File: src/design/alp_pkg.sv
`timescale 1ns / 1ps
// ----------------------------------------------------------------------------
// AT response line parser package
// Item types, line kinds, character codes and register map.
// ----------------------------------------------------------------------------
package alp_pkg;

	typedef struct packed {
		logic       func;
		logic [7:0] rx_byte;
	} alp_in_t;

	typedef struct packed {
		logic [1:0]  line_kind;
		logic [7:0]  line_length;
		logic [15:0] error_code;
		logic        line_overflow;
	} alp_out_t;

	typedef struct packed {
		logic     done;
		alp_out_t item;
	} alp_res_t;

	typedef enum logic [1:0] {
		KIND_EMPTY = 2'd0,
		KIND_OK    = 2'd1,
		KIND_ERROR = 2'd2,
		KIND_OTHER = 2'd3
	} alp_kind_t;

	localparam logic       FUNC_BYTE   = 1'b0;
	localparam logic       FUNC_TICK   = 1'b1;
	localparam logic [7:0] CH_LF       = 8'h0A;
	localparam logic [7:0] CH_CR       = 8'h0D;
	localparam logic [7:0] CH_R        = 8'h52;
	localparam logic [7:0] DIGIT_BASE  = 8'd48;
	localparam logic [15:0] OK_WORD    = 16'h4F4B;
	localparam logic [31:0] ERRO_WORD  = 32'h4552524F;
	localparam int         CODE_OFFSET = 3;

	localparam int          ADDR_W        = 3;
	localparam int          DATA_W        = 32;
	localparam logic        REG_GAP_LIMIT = 1'b0;
	localparam logic [15:0] GAP_LIMIT_RST = 16'd50;

endpackage

File: src/design/at_response_line_parser_top.sv
`timescale 1ns / 1ps
// A line-ending item passes through the input register and then the result register.
// Throughput: one item per cycle; the input register only holds when a line
// end meets a full, stalled result register.
// Reset: asynchronous, clears line state, silence count and the valid bits of both
// registers; the gap limit returns to 50 tick items.
// ----------------------------------------------------------------------------
// AT response line parser top level
// Input register, line state update, result register and register port.
// ----------------------------------------------------------------------------
module at_response_line_parser_top #(
	parameter int LINE_BYTES = 128
) (
	input  logic                       clk,
	input  logic                       arst_n,
	input  logic                       in_valid,
	output logic                       in_stall,
	input  alp_pkg::alp_in_t           in_data,
	output logic                       out_valid,
	input  logic                       out_stall,
	output alp_pkg::alp_out_t          out_data,
	input  logic                       psel,
	input  logic                       penable,
	input  logic                       pwrite,
	input  logic [alp_pkg::ADDR_W-1:0] paddr,
	input  logic [alp_pkg::DATA_W-1:0] pwdata,
	output logic [alp_pkg::DATA_W-1:0] prdata,
	output logic                       pready
);
	import alp_pkg::*;

	logic        valid_s1;
	alp_in_t     item_s1;
	logic        out_valid_q;
	alp_out_t    out_data_q;
	logic        out_ready, fire;
	logic [15:0] gap_limit;
	alp_res_t    res;

	alp_cfg u_cfg (
		.clk       (clk),
		.arst_n    (arst_n),
		.psel      (psel),
		.penable   (penable),
		.pwrite    (pwrite),
		.paddr     (paddr),
		.pwdata    (pwdata),
		.prdata    (prdata),
		.pready    (pready),
		.gap_limit (gap_limit)
	);

	alp_parse #(
		.LINE_BYTES (LINE_BYTES)
	) u_parse (
		.clk       (clk),
		.arst_n    (arst_n),
		.fire      (fire),
		.item      (item_s1),
		.gap_limit (gap_limit),
		.res       (res)
	);

	assign out_ready = !out_valid_q || !out_stall;
	assign fire      = valid_s1 && (!res.done || out_ready);
	assign in_stall  = valid_s1 && !fire;
	assign out_valid = out_valid_q;
	assign out_data  = out_data_q;

	always_ff @(posedge clk or negedge arst_n) begin
		if (!arst_n) begin
			valid_s1 <= 1'b0;
		end else if (!in_stall) begin
			valid_s1 <= in_valid;
		end
	end

	always_ff @(posedge clk) begin
		if (in_valid && !in_stall) begin
			item_s1 <= in_data;
		end
	end

	always_ff @(posedge clk or negedge arst_n) begin
		if (!arst_n) begin
			out_valid_q <= 1'b0;
		end else if (out_ready) begin
			out_valid_q <= fire && res.done;
		end
	end

	always_ff @(posedge clk) begin
		if (out_ready && fire && res.done) begin
			out_data_q <= res.item;
		end
	end

endmodule

File: src/design/alp_cfg.sv
`timescale 1ns / 1ps
// ----------------------------------------------------------------------------
// AT response line parser register file
// APB-style port holding the silence gap limit.
// ----------------------------------------------------------------------------
module alp_cfg (
	input  logic                          clk,
	input  logic                          arst_n,
	input  logic                          psel,
	input  logic                          penable,
	input  logic                          pwrite,
	input  logic [alp_pkg::ADDR_W-1:0]    paddr,
	input  logic [alp_pkg::DATA_W-1:0]    pwdata,
	output logic [alp_pkg::DATA_W-1:0]    prdata,
	output logic                          pready,
	output logic [15:0]                   gap_limit
);
	import alp_pkg::*;

	logic        reg_idx;
	logic        wr_en;
	logic [15:0] gap_limit_q;

	assign reg_idx   = paddr[ADDR_W-1];
	assign wr_en     = psel && penable && pwrite && pready;
	assign pready    = 1'b1;
	assign gap_limit = gap_limit_q;

	always_ff @(posedge clk or negedge arst_n) begin
		if (!arst_n) begin
			gap_limit_q <= GAP_LIMIT_RST;
		end else if (wr_en && reg_idx == REG_GAP_LIMIT) begin
			gap_limit_q <= pwdata[15:0];
		end
	end

	always_comb begin
		unique case (reg_idx)
			REG_GAP_LIMIT: prdata = {{(DATA_W-16){1'b0}}, gap_limit_q};
			default:       prdata = '0;
		endcase
	end

endmodule

File: src/design/alp_parse.sv
`timescale 1ns / 1ps
// ----------------------------------------------------------------------------
// AT response line parser line state
// Per-item line state update and line-end result decode.
// ----------------------------------------------------------------------------
module alp_parse #(
	parameter int LINE_BYTES = 128
) (
	input  logic             clk,
	input  logic             arst_n,
	input  logic             fire,
	input  alp_pkg::alp_in_t item,
	input  logic [15:0]      gap_limit,
	output alp_pkg::alp_res_t res
);
	import alp_pkg::*;

	localparam int POS_W = $clog2(LINE_BYTES + 2);
	localparam int CS_W  = $clog2(LINE_BYTES + 3);
	localparam logic [POS_W-1:0] POS_CAP  = POS_W'(LINE_BYTES);
	localparam logic [POS_W-1:0] POS_SAT  = POS_W'(LINE_BYTES + 1);

	logic [POS_W-1:0] pos_q, pos_e, pos_d, raw;
	logic [7:0]       prev_q, prev_d;
	logic [31:0]      recent_q, recent_e, recent_d;
	logic [15:0]      first_q, first_e, first_d;
	logic [15:0]      silence_q, silence_d;
	logic             err_q, err_e, err_d;
	logic [CS_W-1:0]  cs_q, cs_e, cs_d;
	logic [15:0]      cv_q, cv_e, cv_d;
	logic [15:0]      cvb_q, cvb_e, cvb_d;
	logic             ovf_q, ovf_e, ovf_d;
	logic             gap, line_end;
	logic [7:0]       b, digit;
	logic [15:0]      cv_next;
	alp_kind_t        kind;

	assign b       = item.rx_byte;
	assign gap     = silence_q > gap_limit;
	assign digit   = b - DIGIT_BASE;
	assign cv_next = {cv_e[12:0], 3'b000} + {cv_e[14:0], 1'b0} + {8'h00, digit};

	always_comb begin
		pos_e    = gap ? '0 : pos_q;
		recent_e = gap ? '0 : recent_q;
		first_e  = gap ? '0 : first_q;
		err_e    = gap ? 1'b0 : err_q;
		cs_e     = gap ? '0 : cs_q;
		cv_e     = gap ? '0 : cv_q;
		cvb_e    = gap ? '0 : cvb_q;
		ovf_e    = gap ? 1'b0 : ovf_q;

		line_end = (item.func == FUNC_BYTE) && (pos_e != '0) && (b == CH_LF)
			&& (prev_q == CH_CR);
		raw = pos_e - POS_W'(1);

		if (raw == '0) begin
			kind = KIND_EMPTY;
		end else if (err_e) begin
			kind = KIND_ERROR;
		end else if (raw >= POS_W'(2) && first_e == OK_WORD) begin
			kind = KIND_OK;
		end else begin
			kind = KIND_OTHER;
		end

		res.done               = line_end;
		res.item.line_kind     = kind;
		res.item.line_length   = 8'(raw);
		res.item.error_code    = (kind == KIND_ERROR) ? cvb_e : 16'h0000;
		res.item.line_overflow = ovf_e;
	end

	always_comb begin
		pos_d     = pos_q;
		prev_d    = prev_q;
		recent_d  = recent_q;
		first_d   = first_q;
		silence_d = silence_q;
		err_d     = err_q;
		cs_d      = cs_q;
		cv_d      = cv_q;
		cvb_d     = cvb_q;
		ovf_d     = ovf_q;
		if (fire) begin
			if (item.func == FUNC_TICK) begin
				if (silence_q != 16'hFFFF) begin
					silence_d = silence_q + 16'd1;
				end
			end else begin
				silence_d = '0;
				prev_d    = b;
				if (line_end) begin
					pos_d    = '0;
					recent_d = '0;
					first_d  = '0;
					err_d    = 1'b0;
					cs_d     = '0;
					cv_d     = '0;
					cvb_d    = '0;
					ovf_d    = 1'b0;
				end else begin
					recent_d = recent_e;
					first_d  = first_e;
					err_d    = err_e;
					cs_d     = cs_e;
					cv_d     = cv_e;
					cvb_d    = cv_e;
					ovf_d    = ovf_e || (pos_e >= POS_SAT);
					if (pos_e < POS_CAP) begin
						if (err_e && CS_W'(pos_e) >= cs_e) begin
							cv_d = cv_next;
						end
						if (pos_e == '0) begin
							first_d = {b, 8'h00};
						end else if (pos_e == POS_W'(1)) begin
							first_d = {first_e[15:8], b};
						end
						if (!err_e && recent_e == ERRO_WORD && b == CH_R) begin
							err_d = 1'b1;
							cs_d  = CS_W'(pos_e) + CS_W'(CODE_OFFSET);
						end
						recent_d = {recent_e[23:0], b};
					end
					pos_d = (pos_e < POS_SAT) ? pos_e + POS_W'(1) : pos_e;
				end
			end
		end
	end

	always_ff @(posedge clk or negedge arst_n) begin
		if (!arst_n) begin
			pos_q     <= '0;
			prev_q    <= '0;
			recent_q  <= '0;
			first_q   <= '0;
			silence_q <= '0;
			err_q     <= 1'b0;
			cs_q      <= '0;
			cv_q      <= '0;
			cvb_q     <= '0;
			ovf_q     <= 1'b0;
		end else begin
			pos_q     <= pos_d;
			prev_q    <= prev_d;
			recent_q  <= recent_d;
			first_q   <= first_d;
			silence_q <= silence_d;
			err_q     <= err_d;
			cs_q      <= cs_d;
			cv_q      <= cv_d;
			cvb_q     <= cvb_d;
			ovf_q     <= ovf_d;
		end
	end

endmodule

File: config.mk
export PLATFORM = sky130hd
export DESIGN_NAME = at_response_line_parser_top
export DESIGN_NICKNAME = d
export VERILOG_FILES = /design/src/design/alp_pkg.sv /design/src/design/at_response_line_parser_top.sv /design/src/design/alp_cfg.sv /design/src/design/alp_parse.sv
export SDC_FILE = /design/constraint.sdc
export NUM_CORES = 1
export LEC_CHECK = 0
export BUFFER_PORTS_ARGS = -buffer_cell sky130_fd_sc_hd__clkbuf_2
export CAP_MARGIN = 20
export CORE_MARGIN = 1
export CORE_UTILIZATION = 25
export DETAILED_ROUTE_END_ITERATION = 8
export PLACE_DENSITY = 0.49
export SLEW_MARGIN = 30
export SYNTH_ARGS = -nofsm -noshare
export SYNTH_HDL_FRONTEND = slang
export SYNTH_SLANG_ARGS = --single-unit
File: constraint.sdc
create_clock -name clk -period 4.4 [get_ports clk]
set_clock_uncertainty 0.2 [all_clocks]
set_input_delay 0.88 -clock clk [delete_from_list [all_inputs] [get_ports clk]]
set_output_delay 0.88 -clock clk [all_outputs]
set_load 0.05 [all_outputs]
==> results_dict.tcl <==
set metrics [dict create \
    firstDrtPassIters 4 \
    wirelength_mm 23.6 \
    core_um2 35900 \
    critical_path_class "reg -> out" \
    cts.sinks 176 \
    vias_per_cell 4.72 \
    final_common_cell "dfrtp_1" \
    grt_first_pass_wirelength_mm 38.7 \
    synth_seq_cells 176 \
    finalCriticalPeriod_ns 4.38 \
    die_h_um 194 \
    power.leakage_nw 5.35 \
    cts_tree "done" \
    powerDensity_nw_per_um2 408 \
    die_w_um 194 \
    dp_hpwl_mm 16.5 \
    synth_edf_count 36 \
    clk_latency_ns 0.43 \
    worstPathRequired_ns 3.32 \
    n_antenna_cell 0 \
    syn_area_per_cell_um2 10.8 \
    power.total_w 0.00483 \
    nNetsFinal 1115 \
    row_count 69 \
    setup_viol 0 \
    num_vias 6976 \
    slowest_stage "dfrtp_1" \
    r2r_start "u_parse.silence_q[15]" \
    syn-instance-count 849 \
    cap_violations 0 \
    cp_common_cell "nand2_4" \
    antenna_found_initial 0 \
    crit_path_end_kind "output port" \
    start_util_pct 25.6 \
    synth_seq_area_share_pct 49.9 \
    utilization_pct 32.9 \
    place_congestion 0.814 \
    synthFlopType "dfrtp_1" \
    final-max-slew-violation-count 0 \
    synth.cell_area_um2 9200 \
    post-route-drc-count 0 \
    die_area_um2 37600 \
    cts.path.max_buffers 2 \
    area_delta_synth_final_pct 28.6 \
    gr-total-overflow 0 \
    worstMarginPinSlew_ns 0.902 \
    cp_cell_sequence "ha_1 -> nand4_1 -> buf_4 -> nor4_4 -> buf_4 -> nand2_4 -> nand2_4 -> buf_6 -> buf_8 -> nand2_4 -> ha_4 -> o21a_1 -> o21a_1 -> nor2_4 -> nand2_2 -> nor2_4 -> buf_12" \
    async_reset_ff_share_pct 79.5 \
    startpoint "u_parse.silence_q[15]" \
    hold_viol_final 0 \
    numPortBuffers 77 \
    grt_usage_pct 12.9 \
    max_freq_ghz 0.228 \
    status "finished clean" \
    cts-root-buf "clkbuf_16" \
    grt_pass1_vias 7119 \
    rsz0062_at_grt "true" \
    vdd_drop_max_mv 0.291 \
    numCtsBuffers 17 \
    initialDrtViolationCount 393 \
    rrSetupSlack_ns 0.03 \
    cts_max_level 4 \
    ios 113 \
    wl_per_cell_um 16.0 \
    cp-endpoint "in_stall" \
    crit_path_max_incr_delay_ns 0.41 \
    cts_hold_buf 0 \
    path_max_fanout 7 \
    most-common-layout-cells "dfrtp_1, buf_4, a22o_1" \
    yosys_warnings 0 \
    drive_gt1_share_pct 29.8 \
    ant_nets 0 \
    setup_slack_ns 0.0182 \
    startpoint_type "register" \
    fin_tns_setup_ns 0 \
    min_path_type "in -> async" \
    clk_pin_slew_ns 0.07 \
    grt_max_degree 64 \
    slew_headroom_pct 39.0 \
    r2r_cells 20 \
    dp_slack_ns -0.158 \
    reg2reg_to "u_parse.cv_q[15]" \
    post-route-period-util_pct 99.6 \
    ys_types 62 \
    critical_path_arrival_ns 3.30 \
]
-- cells in the mapped netlist (9+ instances only) --
| master | instances | area (um^2) |
|---|---|---|
| xor2_1 | 10 | 87.6 |
| a21oi_1 | 30 | 150 |
| dfrtp_1 | 137 | 3430 |
| and2_1 | 34 | 213 |
| nand4_1 | 11 | 68.8 |
| buf_2 | 10 | 50.1 |
| or4_1 | 10 | 75.1 |
| nor4b_1 | 9 | 78.8 |
| a21o_1 | 9 | 67.6 |
| nand3_1 | 11 | 55.1 |
| nor2_1 | 43 | 161 |
| a22o_1 | 82 | 718 |
| inv_1 | 29 | 109 |
| o21ai_0 | 32 | 160 |
| ha_1 | 58 | 726 |
| nor3_1 | 17 | 85.1 |
| xnor2_1 | 22 | 193 |
| o211ai_1 | 9 | 67.6 |
| mux2_2 | 16 | 180 |
| clkbuf_1 | 30 | 113 |
| edfxtp_1 | 36 | 1080 |
| buf_4 | 18 | 135 |
| nand2_1 | 78 | 293 |
-- worst min path at each step --
stage                         endpoint              start  depth (start not counted)
floorplan            u_parse.prev_q[0]  u_parse.prev_q[0]                          2
global placement     u_parse.prev_q[2]  u_parse.prev_q[2]                          2
detailed placement   u_parse.prev_q[2]  u_parse.prev_q[2]                          2
CTS                 u_cfg.gap_limit[0]             arst_n                          1
global route        u_cfg.gap_limit[0]             arst_n                          1
finish              u_cfg.gap_limit[0]             arst_n                          1
-- final cells by class --
| type | instances | area (um^2) |
|---|---|---|
| inverters | 29 | 109 |
| well taps | 461 | 577 |
| flip-flops and latches | 176 | 4590 |
| repair buffers | 184 | 1290 |
| multi-input cells | 597 | 4680 |
| clock inverters | 13 | 124 |
| fillers | 3659 | 24100 |
| clock buffers | 19 | 454 |
-- flip-flops by register name, summed over array words and instances, names as in the netlist, 8 cells and up --
register / count
u_parse.cvb_q: 16
u_parse.cs_q: 8
u_cfg.gap_limit: 16
out_data: 27
u_parse.silence_q: 16
u_parse.first_q: 16
u_parse.prev_q: 8
u_parse.cv_q: 16
item_s1: 9
u_parse.pos_q: 8
u_parse.recent_q: 32
-- per-stage QoR --
step                      instance area [um^2]  instances  hold WS, ns
after floorplan                           9270        864        0.237
after global placement                   10700       1436        0.253
after detailed placement                 10700       1436        0.265
after CTS                                11700       1475        0.263
after global routing                     11800       1479        0.291
final                                    11800       1479        0.247
-- kinds of logic (layout without fill, tap and decap cells) --
family | Yosys count | after routing | share of synthesized area (%)
AOI/OAI and AO/OA | 217 | 217 | 17.4
xor gates and xnor gates | 32 | 32 | 3.05
adders and majority gates | 59 | 59 | 8.11
buffers and inverters | 91 | 245 | 4.60
DFF | 176 | 176 | 49.9
muxes | 16 | 16 | 1.96
other | 2 | 17 | 0.0817
and+or+nand+nor | 256 | 256 | 14.9
-- critical path: cells and delay by family, from the launching register on --
family	cells	cell delay (ns)
AND/OR/NAND/NOR	8	0.99
buffers and inverters	5	0.72
adder cells (fa/ha/maj)	2	0.48
flip-flops	1	0.41
AO/OA/AOI/OAI	2	0.25
-- report_power, final --
group	internal [W]	total [W]	leakage [nW]	switching (W)
Clock	0.000825	0.00151	0.277	0.000684
Combinational	0.000573	0.00127	2.92	0.000698
Sequential	0.00188	0.00205	2.15	0.000168
Total	0.00328	0.00483	5.35	0.00155
-- per-layer routing --
| metal | vias up | GRT usage (%) | part of all wire [%] | routed length (um) |
|---|---|---|---|---|
| li1 | 3402 | - | - | - |
| met1 | 3429 | 17.5 | 47 | 11200 |
| met2 | 131 | 21.1 | 48 | 11400 |
| met3 | 14 | 2.52 | 3.6 | 852 |
| met4 | 0 | 3.35 | 0.80 | 189 |
| met5 | - | 0 | 0 | 0 |
-- timing repair --
action	in CTS	in global routing
cloned	0	0
setup buffers	7	5
endpoints found under the setup margin	33	20
resized for setup	58	24
pin swaps	30	17
Note: power is estimated with default switching activity, not from simulation.
